<file path="config.mk">
export PLATFORM = sky130hd
export DESIGN_NAME = tsl_fifo
export DESIGN_NICKNAME = d
export VERILOG_FILES = /design/src/sv/tsl_pkg.sv /design/src/sv/tsl_fifo.sv
export SDC_FILE = /design/constraint.sdc
export NUM_CORES = 1
export LEC_CHECK = 0
export BUFFER_PORTS_ARGS = -buffer_cell sky130_fd_sc_hd__buf_2
export CAP_MARGIN = 30
export CORE_MARGIN = 2
export CORE_UTILIZATION = 30
export DETAILED_ROUTE_END_ITERATION = 7
export MAX_ROUTING_LAYER = met4
export PLACE_DENSITY = 0.48
export SLEW_MARGIN = 5
export SYNTH_ARGS = -nofsm -noshare
export SYNTH_HDL_FRONTEND = slang
export SYNTH_SLANG_ARGS = --single-unit
</file>
<file path="constraint.sdc">
create_clock -name clk -period 6.3 [get_ports clk]
set_input_delay 0 -clock clk [delete_from_list [all_inputs] [get_ports clk]]
set_output_delay 0 -clock clk [all_outputs]
set_load 0.01 [all_outputs]
</file>
<file path="src/sv/tsl_pkg.sv">
package tsl_pkg;

	localparam int MAX_COLS_DEF    = 4096;
	localparam int QUEUE_DEPTH_DEF = 2;

	localparam int ELEV_W     = 32;
	localparam int DIFF_W     = 33;
	localparam int SLOPE_W    = 32;
	localparam int ROW_W      = 16;
	localparam int RW_W       = 13;
	localparam int RC_W       = 16;
	localparam int INV_W      = 32;
	localparam int CFG_IDX_W  = 2;
	localparam int CFG_DATA_W = 32;

	localparam logic [CFG_IDX_W-1:0] REG_ROW_WIDTH = 2'd0;
	localparam logic [CFG_IDX_W-1:0] REG_ROW_COUNT = 2'd1;
	localparam logic [CFG_IDX_W-1:0] REG_INV_EW    = 2'd2;
	localparam logic [CFG_IDX_W-1:0] REG_INV_NS    = 2'd3;

	localparam logic [RW_W-1:0]  ROW_WIDTH_RST = 13'd4096;
	localparam logic [RC_W-1:0]  ROW_COUNT_RST = 16'd65535;
	localparam logic [INV_W-1:0] INV_RST       = 32'h0100_0000;

	localparam logic [SLOPE_W-1:0] SLOPE_SAT = '1;

	// work handed from the front to the arithmetic side
	typedef struct packed {
		logic [DIFF_W-1:0] ad_x;
		logic [DIFF_W-1:0] ad_y;
		logic              calc;
		logic              last_col;
		logic              last_row;
	} tsl_job_t;

	function automatic logic [DIFF_W-1:0] abs_diff(input logic signed [ELEV_W-1:0] a,
		input logic signed [ELEV_W-1:0] b);
		logic signed [DIFF_W-1:0] d;
		d = DIFF_W'(a) - DIFF_W'(b);
		return d[DIFF_W-1] ? DIFF_W'(-d) : DIFF_W'(d);
	endfunction

endpackage

</file>
<file path="src/sv/tsl_fifo.sv">
module tsl_fifo
	import tsl_pkg::*;
#(
	parameter int DEPTH = QUEUE_DEPTH_DEF
) (
	input  logic     clk,
	input  logic     arst_n,
	input  logic     wr_en,
	input  tsl_job_t wr_data,
	output logic     full_o,
	input  logic     rd_en,
	output tsl_job_t rd_data,
	output logic     empty_o
);

	localparam int PW = (DEPTH > 1) ? $clog2(DEPTH) : 1;
	localparam int NW = $clog2(DEPTH + 1);

	tsl_job_t slot_q [DEPTH];
	logic [PW-1:0] wp_q, rp_q;
	logic [NW-1:0] cnt_q;

	assign full_o  = (cnt_q == NW'(DEPTH));
	assign empty_o = (cnt_q == '0);
	assign rd_data = slot_q[rp_q];

	always_ff @(posedge clk or negedge arst_n) begin
		if (!arst_n) begin
			wp_q  <= '0;
			rp_q  <= '0;
			cnt_q <= '0;
		end else begin
			if (wr_en) begin
				wp_q <= (wp_q == PW'(DEPTH - 1)) ? '0 : wp_q + 1'b1;
			end
			if (rd_en) begin
				rp_q <= (rp_q == PW'(DEPTH - 1)) ? '0 : rp_q + 1'b1;
			end
			if (wr_en && !rd_en) begin
				cnt_q <= cnt_q + 1'b1;
			end else if (rd_en && !wr_en) begin
				cnt_q <= cnt_q - 1'b1;
			end
		end
	end

	always_ff @(posedge clk) begin
		if (wr_en) begin
			slot_q[wp_q] <= wr_data;
		end
	end

`ifndef SYNTHESIS
	a_no_overflow: assert property (@(posedge clk) disable iff (!arst_n)
		wr_en |-> !full_o) else $error("job queue overflow");
	a_no_underflow: assert property (@(posedge clk) disable iff (!arst_n)
		rd_en |-> !empty_o) else $error("job queue underflow");
`endif

endmodule

</file>
==> results.json <==
{
  "synthTopCellsByArea": "edfxtp_1 (75%), mux2_4 (19%), buf_12 (2.5%), dfrtp_1 (1.8%), xor2_1 (0.63%)",
  "grtUsageMet1_pct": 12.9,
  "drt_first_iter_violations": 116,
  "cts.repair.resized": 0,
  "synth_top_family_by_area": "multiplexers",
  "syn_area_um2": 5520,
  "nets": 536,
  "rows": 49,
  "grt_pass1_vias": 3203,
  "ys.flop_type": "edfxtp_1",
  "via_per_inst": 4.10,
  "synth-edff-count": 138,
  "pre_cts_slack_ns": 4.13,
  "die_w_um": 140,
  "multi_input_area_um2": 1130,
  "grt_use_total_pct": 11.1,
  "synth_cells": 231,
  "numCtsBuffers": 17,
  "io_pins": 144,
  "core_um2": 18000,
  "use_met2_pct": 18.0,
  "hold_depth": 3,
  "place_congestion": 0.635,
  "die-area_um2": 19500,
  "synthAdderAreaFrac_pct": 0.227,
  "start_util_pct": 30.6,
  "synth.avg_cell_area_um2": 23.9,
  "ir_worst_vdd_v": 0.000274,
  "synth-seq-area-share_pct": 76.9,
  "overflow": 0,
  "path_class": "flop to output pin",
  "cts_root_buf": "clkbuf_16",
  "maxCapViolations": 0,
  "dp_hpwl_um": 6220,
  "drt_first_pass_iters": 4,
  "p_leak_nw": 3.12,
  "yosysMostFrequentCell": "edfxtp_1",
  "min-delay-path-class": "primary input to flop",
  "slew_headroom_pct": 51.1,
  "post_cts_buffers": 0,
  "hold_viol_final": 0,
  "busiest_layer": "met2",
  "drive_gt1_share_pct": 52.4,
  "netlist_top_cells_count": "edfxtp_1 (138), mux2_4 (69), buf_12 (7)",
  "area_growth_pct": 40.0,
  "cts_tree": "yes",
  "synth_warnings": 0,
  "cts_sinks": 142,
  "powerDensity_nw_per_um2": 419,
  "place.port_buffers": 143,
  "post-place-cells": 599,
  "drt_wl_total_um": 10300,
  "n_fill_cell": 1657,
  "syn_nets": 305,
  "fin_setup_tns_ns": 0,
  "crit_arrival_ns": 2.52,
  "clock_path_buffers": 2,
  "vias": 2889,
  "clk_pin_slew_ns": 0.06,
  "timing.final.crit_period_ns": 2.52,
  "fin_cells": 704,
  "die_h_um": 140,
  "synth_compound_area_share_pct": 0,
  "outcome": "completed",
  "period_share_pct": 40.1,
  "insertion_delay_ns": 0.41,
  "n_antenna_cell": 0,
  "wl_per_cell_um": 14.6,
  "synth_xor_area_share_pct": 0.794,
  "critPathCaptureType": "output pin",
  "layout_setup_ws_ns": 3.78,
  "antenna_found_initial": 0,
  "grt_max_degree": 38,
  "cp.required_ns": 6.30,
  "cp_max_fo": 37,
  "yosys.area_share.simple_pct": 0.476,
  "async_flop_share_pct": 2.82,
  "h-tree-depth": 4,
  "start_kind": "flop",
  "drc": 0,
  "use_met3_pct": 3.48,
  "netlist.top_cell.by_area": "edfxtp_1",
  "fin_worst_skew_ns": 0.00788,
  "yosysTopAreaCellShare_pct": 75.1,
  "ys_ff_latch": 142,
  "seqCellArea_um2": 4250,
  "ant_nets": 0,
  "maxSlewViolCount": 0,
  "synthDistinctLibCells": 12,
  "fmax_mhz": 396,
  "rsz0062_at_grt": "false",
  "reg2reg_depth": 2,
  "grt_pass1_wl_um": 16000,
  "finalSetupViolCount": 0,
  "worst_pin_slew_ns": 0.734,
  "muxShareOfSynthArea_pct": 18.8
}
-- per-layer routing --
metal	part of all wire (%)	routed length (um)
met5	0	0
met4	1.5	155
met3	5.1	526
met2	49	5010
met1	45	4570
-- power by group --
| part | internal, mW | switching [mW] |
|---|---|---|
| logic | 0.527 | 0.419 |
| clock network | 0.539 | 0.379 |
| registers | 1.26 | 0.116 |
-- critical path, cell delays in order, from the launching register on --
cell and delay [ns]:
dfrtp_4 0.91, buf_4 0.68, mux2_4 0.36, buf_2 0.14
-- final timing paths --
| check | slack, ns | end | from |
|---|---|---|---|
| setup / recovery | 3.78 | rd_data[52] | rp_q |
| setup reg to reg | 4.54 | slot_q[0][68] | wp_q |
| max in group asynchronous | 5.62 | rp_q | arst_n |
| hold / removal | 0.31 | rp_q | rd_en |
| min in group asynchronous | 0.49 | rp_q | arst_n |
| hold reg to reg | 0.49 | cnt_q[1] | cnt_q[1] |
-- cell families after synthesis --
| kind of cell | after synthesis |
|---|---|
| xor gates and xnor gates | 5 |
| and+or+nand+nor | 5 |
| buffers and inverters | 9 |
| DFF | 142 |
| adders and majority gates | 1 |
| muxes | 69 |
-- registers in the layout (all words and copies together), names as in the netlist --
name,flops
cnt_q,2
wp_q,1
slot_q,138
rp_q,1
-- layout by cell type, fill, tap and decap left out, drive strengths merged --
cell         count
buf            147
edfxtp         138
dlygate4sd3     73
mux2            69
clkbuf          17
clkinv           7
clkinvlp         5
xor2             4
dfrtp            4
inv              3
nor2             2
nor2b            2
and2             1
xnor2            1
ha               1
bufinv           1
-- per-stage QoR --
stage	utilization [%]	instance area [um2]	hold slack, ns	power [mW]
after floorplan	-	5520	-0.296	2.08
after global placement	35.5	6400	-0.192	2.31
after detailed placement	35.8	6440	-0.190	2.33
after CTS	42.8	7720	0.281	3.30
after global routing	42.8	7720	0.299	3.41
final	42.8	7720	0.308	3.24
-- final cells by class --
| cell class | count | area share, % |
|---|---|---|
| Sequential cell | 142 | 55.0 |
| Timing Repair Buffer | 220 | 19.5 |
| Multi-Input combinational cell | 80 | 14.6 |
| Clock buffer | 17 | 5.51 |
| Tap cell | 229 | 3.71 |
| Clock inverter | 15 | 1.57 |
| Inverter | 1 | 0.0486 |
-- timing repair --
action	in CTS	in global routing
endpoints found under the hold margin	145	0
endpoints found under the setup margin	0	0
hold buffers	73	0
Note: power is estimated with default switching activity, not from simulation.
