File: src/sv/tsl_pkg.sv
package tsl_pkg;

	localparam int MAX_COLS_DEF    = 4096;
	localparam int QUEUE_DEPTH_DEF = 2;

	localparam int ELEV_W     = 32;
	localparam int DIFF_W     = 33;
	localparam int SLOPE_W    = 32;
	localparam int ROW_W      = 16;
	localparam int RW_W       = 13;
	localparam int RC_W       = 16;
	localparam int INV_W      = 32;
	localparam int CFG_IDX_W  = 2;
	localparam int CFG_DATA_W = 32;

	localparam logic [CFG_IDX_W-1:0] REG_ROW_WIDTH = 2'd0;
	localparam logic [CFG_IDX_W-1:0] REG_ROW_COUNT = 2'd1;
	localparam logic [CFG_IDX_W-1:0] REG_INV_EW    = 2'd2;
	localparam logic [CFG_IDX_W-1:0] REG_INV_NS    = 2'd3;

	localparam logic [RW_W-1:0]  ROW_WIDTH_RST = 13'd4096;
	localparam logic [RC_W-1:0]  ROW_COUNT_RST = 16'd65535;
	localparam logic [INV_W-1:0] INV_RST       = 32'h0100_0000;

	localparam logic [SLOPE_W-1:0] SLOPE_SAT = '1;

	// work handed from the front to the arithmetic side
	typedef struct packed {
		logic [DIFF_W-1:0] ad_x;
		logic [DIFF_W-1:0] ad_y;
		logic              calc;
		logic              last_col;
		logic              last_row;
	} tsl_job_t;

	function automatic logic [DIFF_W-1:0] abs_diff(input logic signed [ELEV_W-1:0] a,
		input logic signed [ELEV_W-1:0] b);
		logic signed [DIFF_W-1:0] d;
		d = DIFF_W'(a) - DIFF_W'(b);
		return d[DIFF_W-1] ? DIFF_W'(-d) : DIFF_W'(d);
	endfunction

endpackage

File: src/sv/tsl_front.sv
module tsl_front
	import tsl_pkg::*;
#(
	parameter int MAX_COLS = MAX_COLS_DEF
) (
	input  logic                                       clk,
	input  logic                                       arst_n,
	input  logic                                       push,
	output logic                                       full,
	input  logic signed [ELEV_W-1:0]                   elevation,
	input  logic                                       frame_start,
	input  logic [RW_W-1:0]                            row_width,
	input  logic [RC_W-1:0]                            row_count,
	output logic [(MAX_COLS>1?$clog2(MAX_COLS):1)-1:0] raddr_a,
	output logic [(MAX_COLS>1?$clog2(MAX_COLS):1)-1:0] raddr_b,
	input  logic [2*ELEV_W-1:0]                        rdata_a,
	input  logic [2*ELEV_W-1:0]                        rdata_b,
	output logic                                       we,
	output logic [(MAX_COLS>1?$clog2(MAX_COLS):1)-1:0] waddr,
	output logic [2*ELEV_W-1:0]                        wdata,
	output logic                                       job_valid,
	input  logic                                       job_ready,
	output tsl_job_t                                   job
);

	localparam int CW = (MAX_COLS > 1) ? $clog2(MAX_COLS) : 1;
	localparam logic [16:0] MaxColsW = 17'(MAX_COLS);
	localparam logic [CW-1:0] LastAddr = CW'(MAX_COLS - 1);

	typedef enum logic [1:0] {
		F_IDLE = 2'b01,
		F_READ = 2'b10
	} front_state_t;

	front_state_t state_q;
	logic [CW-1:0]    col_q, c_s1, c_now, addr;
	logic [ROW_W-1:0] row_q, r_s1, r_now;
	logic signed [ELEV_W-1:0] elev_s1;
	logic [ELEV_W-1:0] win0_q, mid_c, mid_n, upper_c;
	logic [16:0] w_eff, h_eff, c17, r17;
	logic last_col, last_row, advance, accept;

	assign full   = (state_q != F_IDLE);
	assign accept = push && !full;
	assign c_now  = frame_start ? '0 : col_q;
	assign r_now  = frame_start ? '0 : row_q;
	assign addr   = (state_q == F_IDLE) ? c_now : c_s1;

	assign raddr_a = addr;
	assign raddr_b = (addr == LastAddr) ? '0 : addr + 1'b1;

	always_comb begin
		if (row_width < RW_W'(3)) begin
			w_eff = 17'd3;
		end else if (17'(row_width) > MaxColsW) begin
			w_eff = MaxColsW;
		end else begin
			w_eff = 17'(row_width);
		end
		h_eff = (row_count < RC_W'(3)) ? 17'd3 : 17'(row_count);
	end

	assign c17      = 17'(c_s1);
	assign r17      = 17'(r_s1);
	assign last_col = c17 >= w_eff - 17'd1;
	assign last_row = r17 >= h_eff - 17'd1;

	assign mid_c   = rdata_a[ELEV_W-1:0];
	assign upper_c = rdata_a[2*ELEV_W-1:ELEV_W];
	// the cell east of the last possible column does not exist
	assign mid_n   = (c_s1 == LastAddr) ? '0 : rdata_b[ELEV_W-1:0];

	always_comb begin
		job.ad_x     = abs_diff($signed(mid_n), $signed(win0_q));
		job.ad_y     = abs_diff(elev_s1, $signed(upper_c));
		job.calc     = (r17 >= 17'd2) && !last_col && (c17 >= 17'd1) && (r17 < h_eff);
		job.last_col = last_col;
		job.last_row = last_row;
	end

	// nothing is emitted while the first row arrives
	assign job_valid = (state_q == F_READ) && (r_s1 != '0);
	assign advance   = (state_q == F_READ) && ((r_s1 == '0) || job_ready);

	assign we    = advance;
	assign waddr = c_s1;
	assign wdata = {mid_c, elev_s1};

	always_ff @(posedge clk or negedge arst_n) begin
		if (!arst_n) begin
			state_q <= F_IDLE;
			col_q   <= '0;
			row_q   <= '0;
			win0_q  <= '0;
		end else begin
			unique case (state_q)
				F_IDLE: begin
					if (accept) begin
						state_q <= F_READ;
					end
				end
				F_READ: begin
					if (advance) begin
						state_q <= F_IDLE;
						win0_q  <= mid_c;
						if (last_col) begin
							col_q <= '0;
							row_q <= last_row ? '0 : r_s1 + 1'b1;
						end else begin
							col_q <= c_s1 + 1'b1;
							row_q <= r_s1;
						end
					end
				end
				default: state_q <= F_IDLE;
			endcase
		end
	end

	always_ff @(posedge clk) begin
		if (accept) begin
			c_s1    <= c_now;
			r_s1    <= r_now;
			elev_s1 <= elevation;
		end
	end

`ifndef SYNTHESIS
	a_busy_after_accept: assert property (@(posedge clk) disable iff (!arst_n)
		accept |=> full) else $error("front not busy after accept");
	a_write_only_read: assert property (@(posedge clk) disable iff (!arst_n)
		we |-> state_q == F_READ) else $error("line write outside read state");
`endif

endmodule

File: config.mk
export PLATFORM = sky130hd
export DESIGN_NAME = tsl_front
export DESIGN_NICKNAME = d
export VERILOG_FILES = /design/src/sv/tsl_pkg.sv /design/src/sv/tsl_front.sv
export SDC_FILE = /design/constraint.sdc
export NUM_CORES = 1
export LEC_CHECK = 0
export ABC_CLOCK_PERIOD_IN_PS = 10500
export BUFFER_PORTS_ARGS = -buffer_cell sky130_fd_sc_hd__buf_2
export CORE_ASPECT_RATIO = 2
export CORE_MARGIN = 4
export CORE_UTILIZATION = 25
export DETAILED_ROUTE_END_ITERATION = 10
export GPL_ROUTABILITY_DRIVEN = 0
export GPL_TIMING_DRIVEN = 0
export PLACE_DENSITY = 0.49
export SLEW_MARGIN = 10
export SYNTH_ARGS = -nofsm -noshare
export SYNTH_HDL_FRONTEND = slang
export SYNTH_SLANG_ARGS = --single-unit
File: constraint.sdc
create_clock -name clk -period 10.5 [get_ports clk]
set_input_delay 0 -clock clk [delete_from_list [all_inputs] [get_ports clk]]
set_output_delay 0 -clock clk [all_outputs]
set_load 0.05 [all_outputs]
==> impl_metrics.py, run 1 <==
metrics = {
    "floorplan": {
        "core_um2": 50070,
        "die_w_um": 166.9,
        "die-area_um2": 54360,
        "die_y_um": 325.8,
        "initial_core_util_pct": 25.20,
        "std_cell_rows": 116,
        "pin_count": 366,
    },
    "timing": {
        "grt_setup_unrepaired": "no",
        "clock_skew_ns": 0.01539,
        "slew_headroom_pct": 23.91,
        "setup_tns_ns": 0,
        "worstMarginPinSlew_ns": 1.141,
        "hold_viol_final": 0,
        "period_share_pct": 66.80,
        "min_period_ns": 7.014,
        "drv_slew": 0,
        "setup_viol": 0,
        "fmax_mhz": 142.6,
    },
    "synthesis": {
        "ys_ff_latch": 122,
        "yosysWarnings": 0,
        "postSynth.asyncResetShare_pct": 50.82,
        "synth_ff_type": "dfrtp_1",
        "synth_area_per_cell_um2": 8.095,
        "ys_seq_area_share_pct": 26.58,
        "synth_xor_area_share_pct": 10.34,
        "synthSimpleGateAreaFrac_pct": 21.27,
        "syn_nets": 1874,
        "synth_compound_area_share_pct": 21.13,
        "syn-cell-area_um2": 12620,
        "synth_enable_flop_cells": 60,
        "synth_top_family_by_area": "simple AND/OR/NAND/NOR gates",
        "yosys-top-cells-area": "edfxtp_1 (14%), dfrtp_1 (12%), ha_1 (12%), xnor2_1 (6.9%), nand2_1 (4.6%)",
        "synth.distinct_cells": 83,
        "synth_adder_area_share_pct": 12.11,
        "syn_inst": 1559,
        "netlist.area_leader.share_pct": 14.28,
        "synth_area_leader_cell": "edfxtp_1",
        "synthMuxAreaShare_pct": 1.289,
    },
    "final_layout": {
        "area_growth_pct": 30.65,
        "fin_util_pct": 32.93,
        "final_nets": 2297,
        "fillers": 5334,
        "drive_gt1_share_pct": 21.55,
        "final_cells": 2645,
    },
    "placed_design": {
        "dp_hpwl_um": 41560,
        "io_buffers": 333,
        "dp_cells": 2544,
    },
    "critical_path": {
        "setup.worst_path.class": "register to output port",
        "startpoint_type": "register",
        "cp_max_fo": 10,
        "worstPathArrival_ns": 7.01,
        "cp-end-kind": "output port",
        "required_ns": 10.50,
    },
    "detailed_routing": {
        "drtPass1Iterations": 5,
        "wl_per_cell_um": 19.06,
        "viasPerCell": 4.952,
        "remaining_drc_errors": 0,
        "dr_total_vias": 13100,
        "postRouteAntennaNets": 0,
        "drt_iter0_markers": 578,
        "postRouteWirelength_um": 50420,
    },
    "clocking": {
        "numCtsBuffers": 17,
        "root_buffer": "clkbuf_16",
        "clk_path_buf_depth": 2,
        "cts_resized": 0,
        "cts.sinks": 122,
        "cts_tree": "built",
        "post_cts_buffers": 0,
        "htree_levels": 4,
        "path_clk_slew_ns": 0.07,
        "insertion_delay_ns": 0.44,
    },
    "pwr": {
        "seqPwrFrac_pct": 14.2,
        "power_density_nw_per_um2": 330.9,
        "leakage_uw": 0.007460,
        "ir_drop_uv": 606.9,
        "switchingPower_uw": 3291,
        "power_frac_clock_pct": 12.2,
        "swShare_pct": 60.31,
        "internal_power_uw": 2166,
        "power.total_uw": 5457,
        "power_frac_comb_pct": 73.5,
    },
    "global_route": {
        "grt_max_degree": 35,
        "grt_pass1_vias": 13730,
        "grt_overflow": 0,
        "grt_first_pass_wirelength_um": 77210,
        "antenna_found_initial": 2,
        "track_usage_pct": 18.04,
    },
    "job": {
        "cap_violations": 0,
    },
    "worst_hold_path": {
        "hp-class": "input pin to asynchronous set/reset pin",
    },
    "outcome": {
        "status": "complete, no violations",
    },
}
[through the flow]
stage / hold WS [ns] / setup slack, ns / instance area (um2)
CTS: 0.04703 / 3.479 / 16490
global route: 0.1258 / 3.034 / 16490
global placement: 0.1787 / 4.069 / 15100
finish: 0.08297 / 3.486 / 16490
detailed placement: 0.002583 / 4.027 / 15170
floorplan: -0.2956 / 4.732 / 12620
[routing by layer]
layer	GRT usage, %	routed length [um]
met5	0	0
met4	6.605	1565
met3	3.072	2699
met2	37.01	28450
met1	17.47	17700
[path summary, 6_finish.rpt]
check	startpoint	to	slack [ns]	depth (start not counted)
worst max-delay path	waddr[0]$_DFFE_PP_	job[67]	3.49	21
worst min-delay path	arst_n	win0_q[29]$_DFFE_PN0P_	0.08	2
worst max register to register	r_s1[1]$_SDFFCE_PP0P_	row_q[6]$_DFFE_PN0P_	6.94	10
worst min register to register	row_q[14]$_DFFE_PN0P_	row_q[14]$_DFFE_PN0P_	0.47	2
max in group asynchronous	arst_n	win0_q[5]$_DFFE_PN0P_	9.83	3
min in group clk	row_width[12]	row_q[0]$_DFFE_PN0P_	0.20	5
[repair_timing]
item / in CTS / in global routing
setup endpoints to repair: 0 / 0
hold endpoints to repair: 131 / 0
hold buffers: 68 / 0
[registers in the layout, summed over array words and instances (netlist names)]
name	cells
state_q	2
waddr	12
col_q	12
r_s1	16
win0_q	32
elev_s1	32
row_q	16
[synthesized netlist by cell type (32+ instances only)]
library cell  instances
nor2b_1              44
xnor2_1             100
xor2_1               49
o21a_1               32
nor2_1               93
ha_1                119
a21oi_1             100
nand2_1             153
inv_1               127
and2_1               47
buf_4                34
edfxtp_1             60
o21ai_0             110
dfrtp_1              61
nand3_1              38
clkbuf_1             45
[power groups by stage]
stage                     Combinational [uW]  Clock [uW]  Sequential (uW)
after floorplan                         2910           0              829
after global placement                  3950           0              790
after detailed placement                3970           0              788
after CTS                               4020         691              778
after global routing                    4290         708              797
final                                   4010         668              776
[final cells by class]
type / count / area [um2] / share of cell area, %
multi-input cells: 1227 / 8356 / 50.67
flip-flops and latches: 122 / 3354 / 20.34
repair buffers: 404 / 2410 / 14.61
well taps: 649 / 812.0 / 4.924
clock buffers: 21 / 504.2 / 3.058
inverters: 128 / 480.5 / 2.914
plain buffers: 82 / 437.9 / 2.656
clock inverters: 11 / 132.6 / 0.8043
diodes: 1 / 2.502 / 0.01518
[critical path: stages (launching register included)]
cell and delay, ns:
edfxtp_1 0.52, ha_1 0.28, nand3_1 0.14, nor2_1 0.09, and3_1 0.23, and3_1 0.22, nand3_1 0.31, clkbuf_1 0.42
nand2_1 0.15, ha_1 0.26, fa_1 0.41, nor2b_1 0.24, o211ai_1 0.20, a32oi_1 0.59, a21oi_1 0.29, mux2i_1 0.39
o2111ai_1 0.26, nor3_1 0.55, nand4b_2 0.26, o31ai_2 0.29, xnor2_1 0.17, buf_2 0.29
[logic make-up after synthesis]
kind of cell             after synthesis
flip-flops                           122
multiplexers                          16
XOR/XNOR                             149
buffers and inverters                210
AND/OR/NAND/NOR                      525
adder cells (fa/ha/maj)              121
AO/OA/AOI/OAI                        416
[cell usage in the layout (no fill, tap or decap), types with 24 or more instances in the layout]
cell type | Yosys | final
a21o_1 | 29 | 29
o21ai_0 | 110 | 110
buf_2 | 2 | 334
nor3_1 | 28 | 28
a21oi_1 | 100 | 100
xnor2_1 | 100 | 100
nand3_1 | 38 | 38
dlygate4sd3_1 | 0 | 68
nor2b_1 | 44 | 44
dfrtp_1 | 61 | 61
edfxtp_1 | 60 | 60
a31oi_1 | 24 | 24
ha_1 | 119 | 119
buf_4 | 34 | 35
clkbuf_1 | 45 | 46
o21a_1 | 32 | 32
inv_1 | 127 | 127
and2_1 | 47 | 47
nor2_1 | 93 | 92
xor2_1 | 49 | 49
nand2_1 | 153 | 153
No activity file was read; power rests on OpenSTA's default activity.
==> run 2, diff against run 1 <==
ABC_CLOCK_PERIOD_IN_PS = 6530   (was 10500)
clock period = 6.53 ns   (was 10.5 ns; I/O delays follow)
==> impl_metrics.py, run 2 (synthesis gave the netlist of run 1 again) <==
metrics = {
    "outcome": {
        "status": "complete, no violations",
    },
    "final_layout": {
        "fillers": 5336,
        "final_nets": 2303,
        "final_cells": 2653,
        "mostFrequentLayoutCells": "buf_2 (333), nand2_1 (153), inv_1 (127)",
        "largest_registers": "elev_s1: 32 flops, win0_q: 32 flops",
        "design_area_um2": 16610,
        "final_common_cell": "buf_2",
        "area_growth_pct": 31.59,
        "drive_gt1_share_pct": 22.59,
    },
    "floorplan": {
        "die_y_um": 325.8,
        "die-area_um2": 54360,
        "die_w_um": 166.9,
        "initial_core_util_pct": 25.20,
        "core_um2": 50070,
        "pin_count": 366,
        "std_cell_rows": 116,
    },
    "placed_design": {
        "place_ws_ns": 0.05699,
        "placed_cell_area_um2": 15170,
        "dp_cells": 2544,
        "io_buffers": 333,
        "dp_hpwl_um": 41560,
    },
    "worst_hold_path": {
        "hp-class": "input pin to asynchronous set/reset pin",
    },
    "detailed_routing": {
        "drtPass1Iterations": 5,
        "viasPerCell": 4.968,
        "postRouteWirelength_um": 50600,
        "wl_per_cell_um": 19.07,
        "dr_total_vias": 13180,
        "drt_iter0_markers": 576,
        "postRouteAntennaNets": 0,
        "remaining_drc_errors": 0,
    },
    "critical_path": {
        "critPathMaxStageDelay_ns": 0.55,
        "startpoint_type": "register",
        "cp-end-kind": "output port",
        "crit_buf_inv": 2,
        "cp_slowest_cell": "or4b_1",
        "crit_chain": "ha_1 > nand3_1 > nor2_1 > and3_1 > and3_1 > nand3_2 > clkbuf_4 > nand2_1 > ha_1 > fa_1 > nor2b_1 > o211ai_1 > a32oi_2 > xnor2_1 > a21boi_2 > or4b_1 > nor3_4 > nand4b_2 > o31ai_2 > xnor2_1 > clkbuf_4",
        "r2r_end": "row_q[6]$_DFFE_PN0P_",
        "required_ns": 6.53,
        "cp_top_family": "simple AND/OR/NAND/NOR gates",
        "setup.worst_path.class": "register to output port",
        "worstPathArrival_ns": 6.20,
        "cp-startpoint": "waddr[0]$_DFFE_PP_",
        "cp.depth": 21,
        "worstRegToRegCells": 10,
        "r2r_setup_slack_ns": 2.99,
        "critPathCapture": "job[67]",
        "r2r_start": "r_s1[1]$_SDFFCE_PP0P_",
        "cp_max_fo": 10,
    },
    "global_route": {
        "grt_overflow": 0,
        "antenna_found_initial": 2,
        "grt_max_degree": 35,
        "grt_first_pass_wirelength_um": 77210,
        "grt_pass1_vias": 13730,
        "track_usage_pct": 18.04,
    },
    "clocking": {
        "insertion_delay_ns": 0.44,
        "numCtsBuffers": 17,
        "cts.sinks": 122,
        "htree_levels": 4,
        "cts_tree": "built",
        "root_buffer": "clkbuf_16",
        "clk_path_buf_depth": 2,
        "path_clk_slew_ns": 0.06,
    },
    "pwr": {
        "ir_drop_uv": 976.9,
        "power_density_nw_per_um2": 532.1,
        "leakage_uw": 0.007527,
    },
    "timing": {
        "hold_slack_ns": 0.08551,
        "fin_ws_ns": 0.3330,
        "slew_headroom_pct": 24.19,
        "period_share_pct": 94.90,
        "fmax_mhz": 161.4,
        "grt_setup_unrepaired": "yes",
        "setup_viol": 0,
        "min_period_ns": 6.197,
        "hold_viol_final": 0,
        "clock_skew_ns": 0.01438,
        "worstMarginPinSlew_ns": 1.137,
        "drv_slew": 0,
    },
    "job": {
        "cap_violations": 0,
    },
}
[run 2: cell types whose count changed in the layout (fill, tap and decap cells not counted), sizes merged]
cell	change
diode	+2
buf	+6
[run 2: final cells by class]
cell class	instances	area, um2	share of cell area, %
flip-flops and latches	122	3354	20.20
well taps	649	812.0	4.889
inverters	128	480.5	2.893
clock buffers	21	504.2	3.036
clock inverters	11	132.6	0.7986
plain buffers	81	444.2	2.674
repair buffers	411	2465	14.84
multi-input cells	1227	8408	50.63
diodes	3	7.507	0.04520
[run 2: power breakdown]
part | internal, uW | switching, uW | total, uW | leakage [uW]
clock | 636 | 435 | 1070 | 0.000311
combinational | 1800 | 4720 | 6520 | 0.00589
sequential | 1080 | 164 | 1240 | 0.00133
total | 3520 | 5320 | 8840 | 0.00753
[run 2: worst min path at each step]
stage	slack, ns	from	endpoint	cells past startpoint
floorplan	-0.30	arst_n	col_q[0]$_DFFE_PN0P_	0
global placement	0.18	elevation[24]	elev_s1[24]$_DFFE_PP_	1
detailed placement	0.003	arst_n	win0_q[29]$_DFFE_PN0P_	1
CTS	0.05	arst_n	win0_q[29]$_DFFE_PN0P_	2
global route	0.13	arst_n	win0_q[25]$_DFFE_PN0P_	2
finish	0.09	arst_n	win0_q[29]$_DFFE_PN0P_	2
[run 2: through the flow]
| stage | utilization [%] | power, uW | TNS, ns |
|---|---|---|---|
| final | 33.17 | 8837 | 0 |
| after floorplan | - | 6019 | 0 |
| after CTS | 32.99 | 8837 | 0 |
| after detailed placement | 30.29 | 7653 | 0 |
| after global routing | 33.15 | 9385 | -0.02719 |
| after global placement | 30.15 | 7626 | 0 |
[run 2: metal layers]
layer | global-route usage [%] | share of wire, % | vias to the layer above
met3 | 3.096 | 5.9 | 73
met2 | 37.00 | 56 | 496
li1 | - | - | 6391
met5 | 0 | 0 | -
met1 | 17.42 | 35 | 6221
met4 | 6.676 | 3.1 | 0
[run 2: what timing repair did]
item / in CTS / in global routing
endpoints found under the setup margin: 31 / 30
hold buffers: 68 / 0
pin swaps: 0 / 3
gates resized for setup: 8 / 16
endpoints found under the hold margin: 131 / 0
buffers inserted: 0 / 7
==> run 3, diff against run 2 <==
ABC_AREA = 1   (was default)
PLACE_DENSITY = 0.48   (was 0.49)
==> impl_metrics.py, run 3 <==
metrics = {
    "pwr": {
        "ir_drop_uv": 829.9,
        "power_density_nw_per_um2": 491.0,
        "leakage_uw": 0.01041,
    },
    "critical_path": {
        "cp.depth": 27,
        "cp-end-kind": "output port",
        "r2r_start": "r_s1[12]$_SDFFCE_PP0P_",
        "required_ns": 6.53,
        "worstPathArrival_ns": 6.10,
        "worstRegToRegCells": 11,
        "startpoint_type": "register",
        "cp_slowest_cell": "clkbuf_1",
        "cp_max_fo": 10,
        "setup.worst_path.class": "register to output port",
        "critPathMaxStageDelay_ns": 0.61,
        "cp_top_family": "simple AND/OR/NAND/NOR gates",
        "cp-startpoint": "waddr[1]$_DFFE_PP_",
        "path_common_cell": "nand2_1",
        "crit_buf_inv": 6,
    },
    "synthesis": {
        "synthTopCellsByCount": "nand2_1 (787), inv_1 (462), nor2_1 (263), nand3_1 (148), ha_1 (119)",
        "yosys-top-cells-area": "nand2_1 (20%), edfxtp_1 (12%), inv_1 (11%), dfrtp_1 (10%), ha_1 (9.8%)",
        "synth_area_per_cell_um2": 6.043,
        "netlist.area_leader.share_pct": 19.51,
        "synth_enable_flop_cells": 60,
        "ys_seq_area_share_pct": 22.15,
        "synth_area_leader_cell": "nand2_1",
        "syn-cell-area_um2": 15140,
        "synth_ff_type": "dfrtp_1",
        "syn_nets": 2821,
        "syn_inst": 2506,
        "yosysMostFrequentCell": "nand2_1",
        "postSynth.asyncResetShare_pct": 50.82,
        "synth.distinct_cells": 50,
        "ys_ff_latch": 122,
        "yosysWarnings": 0,
    },
    "floorplan": {
        "core_um2": 60070,
        "die-area_um2": 64810,
        "die_y_um": 356.1,
        "std_cell_rows": 127,
        "pin_count": 366,
        "die_w_um": 182.0,
        "initial_core_util_pct": 25.21,
    },
    "detailed_routing": {
        "postRouteWirelength_um": 69650,
        "drt-met1-wl_um": 21950,
        "remaining_drc_errors": 0,
        "viasPerCell": 4.648,
        "wl_per_cell_um": 18.73,
        "wl_met3_um": 3350,
        "postRouteAntennaNets": 0,
        "highest_layer": "met5",
        "drt_iter0_markers": 744,
        "drtPass1Iterations": 5,
        "dr_total_vias": 17290,
        "met2_length_um": 38350,
    },
    "placed_design": {
        "io_buffers": 333,
        "dp_hpwl_um": 60620,
        "placed_cell_area_um2": 17860,
        "dp_cells": 3616,
    },
    "clocking": {
        "clk_path_buf_depth": 2,
        "root_buffer": "clkbuf_16",
        "cts.sinks": 122,
        "path_clk_slew_ns": 0.07,
        "cts_tree": "built",
        "post_cts_buffers": 0,
        "numCtsBuffers": 17,
        "insertion_delay_ns": 0.46,
        "htree_levels": 4,
    },
    "timing": {
        "clock_skew_ns": 0.01718,
        "hold_viol_final": 0,
        "fmax_mhz": 163.9,
        "setup_tns_ns": 0,
        "slew_headroom_pct": 39.17,
        "hold_slack_ns": 0.03487,
        "grt_setup_unrepaired": "no",
        "worstMarginPinSlew_ns": 0.9030,
        "setup_viol": 0,
        "min_period_ns": 6.100,
        "drv_slew": 0,
        "period_share_pct": 93.41,
    },
    "job": {
        "cap_violations": 0,
    },
    "final_layout": {
        "drive_gt1_share_pct": 16.25,
        "final-seq-area_um2": 3354,
        "final_common_cell": "nand2_1",
        "design_area_um2": 19160,
        "area_growth_pct": 26.52,
        "final_cells": 3719,
        "final_nets": 3243,
        "mostFrequentLayoutCells": "nand2_1 (787), inv_1 (462), buf_2 (349)",
        "fillers": 6938,
        "largest_registers": "elev_s1: 32 flops, win0_q: 32 flops",
        "multi_input_area_um2": 9587,
    },
    "global_route": {
        "grt_max_degree": 33,
        "antenna_found_initial": 7,
        "grt_first_pass_wirelength_um": 102700,
        "grt_overflow": 0,
        "grt_pass1_vias": 18100,
        "track_usage_pct": 21.07,
    },
    "worst_hold_path": {
        "hp-class": "input pin to asynchronous set/reset pin",
    },
    "outcome": {
        "status": "complete, no violations",
    },
}
[run 3: cell types whose count changed after synthesis, moves of 21 or more]
cell,previous run,this run
nand2_1,153,787
inv_1,127,462
nor2_1,93,263
nand3_1,38,148
xnor2_1,100,25
nand4_1,22,88
and2_1,47,1
nor2b_1,44,0
clkbuf_1,45,13
o21a_1,32,2
a21o_1,29,2
xor2_1,49,73
a31oi_1,24,3
[run 3: worst register-to-register path: stages (launching register included)]
cell and delay [ns]:
edfxtp_1 0.52, nor4_1 0.35, nand4_1 0.24, inv_1 0.14
nand3_1 0.09, inv_1 0.09, or2_1 0.12, nand2_1 0.26
inv_1 0.15, buf_2 0.28, buf_1 0.52, o22ai_1 0.16
[run 3: area by class of cell]
cell class,count,share of cell area (%)
plain buffers,72,2.351
diodes,4,0.05224
inverters,470,9.208
multi-input cells,1842,50.04
flip-flops and latches,122,17.51
clock buffers,20,2.442
well taps,774,5.055
repair buffers,403,12.56
clock inverters,12,0.7836
[run 3: power by group]
group | switching, uW | internal (uW)
Sequential | 167 | 1080
Clock | 437 | 607
Combinational | 5380 | 1740
Total | 5980 | 3430
[run 3: timing repair]
| action | 4_1_cts | 5_1_grt |
|---|---|---|
| endpoints found under the setup margin | 0 | 1 |
| hold buffers | 67 | 0 |
| resized for setup | 0 | 1 |
| endpoints found under the hold margin | 128 | 0 |
[run 3: path summary, 6_finish.rpt]
| check | slack, ns | to |
|---|---|---|
| setup / recovery | 0.43 | job[66] |
| hold / removal | 0.03 | row_q[13]$_DFFE_PN0P_ |
| setup reg to reg | 3.47 | col_q[7]$_DFFE_PN0P_ |
| hold reg to reg | 0.48 | row_q[6]$_DFFE_PN0P_ |
| max in group asynchronous | 5.90 | win0_q[5]$_DFFE_PN0P_ |
| min in group clk | 0.13 | elev_s1[22]$_DFFE_PP_ |
[run 3: cells by family (layout without fill, tap and decap cells)]
kind of cell / count (synthesis) / after routing / synth area share, %
xor+xnor: 104 / 104 / 6.313
other cells: 0 / 4 / 0
fa+ha+maj: 121 / 121 / 10.10
flops: 122 / 122 / 22.15
simple gates: 1380 / 1380 / 38.44
buf+inv: 542 / 977 / 14.62
compound gates: 237 / 237 / 8.370
[run 3: metrics by stage]
stage / worst slack, ns / total power [uW] / utilization, %
CTS: 0.3149 / 9477 / 31.87
global route: 0.02473 / 10110 / 31.88
floorplan: 1.874 / 6402 / -
finish: 0.4304 / 9407 / 31.90
global placement: 0.1741 / 8338 / 29.60
detailed placement: 0.8394 / 8352 / 29.73
[run 3: layer usage]
metal  up-vias  global-route usage [%]
met4         2                   15.88
li1       8726                       -
met5         -                       0
met2       567                   42.50
met3       207                   3.248
met1      7783                   17.84
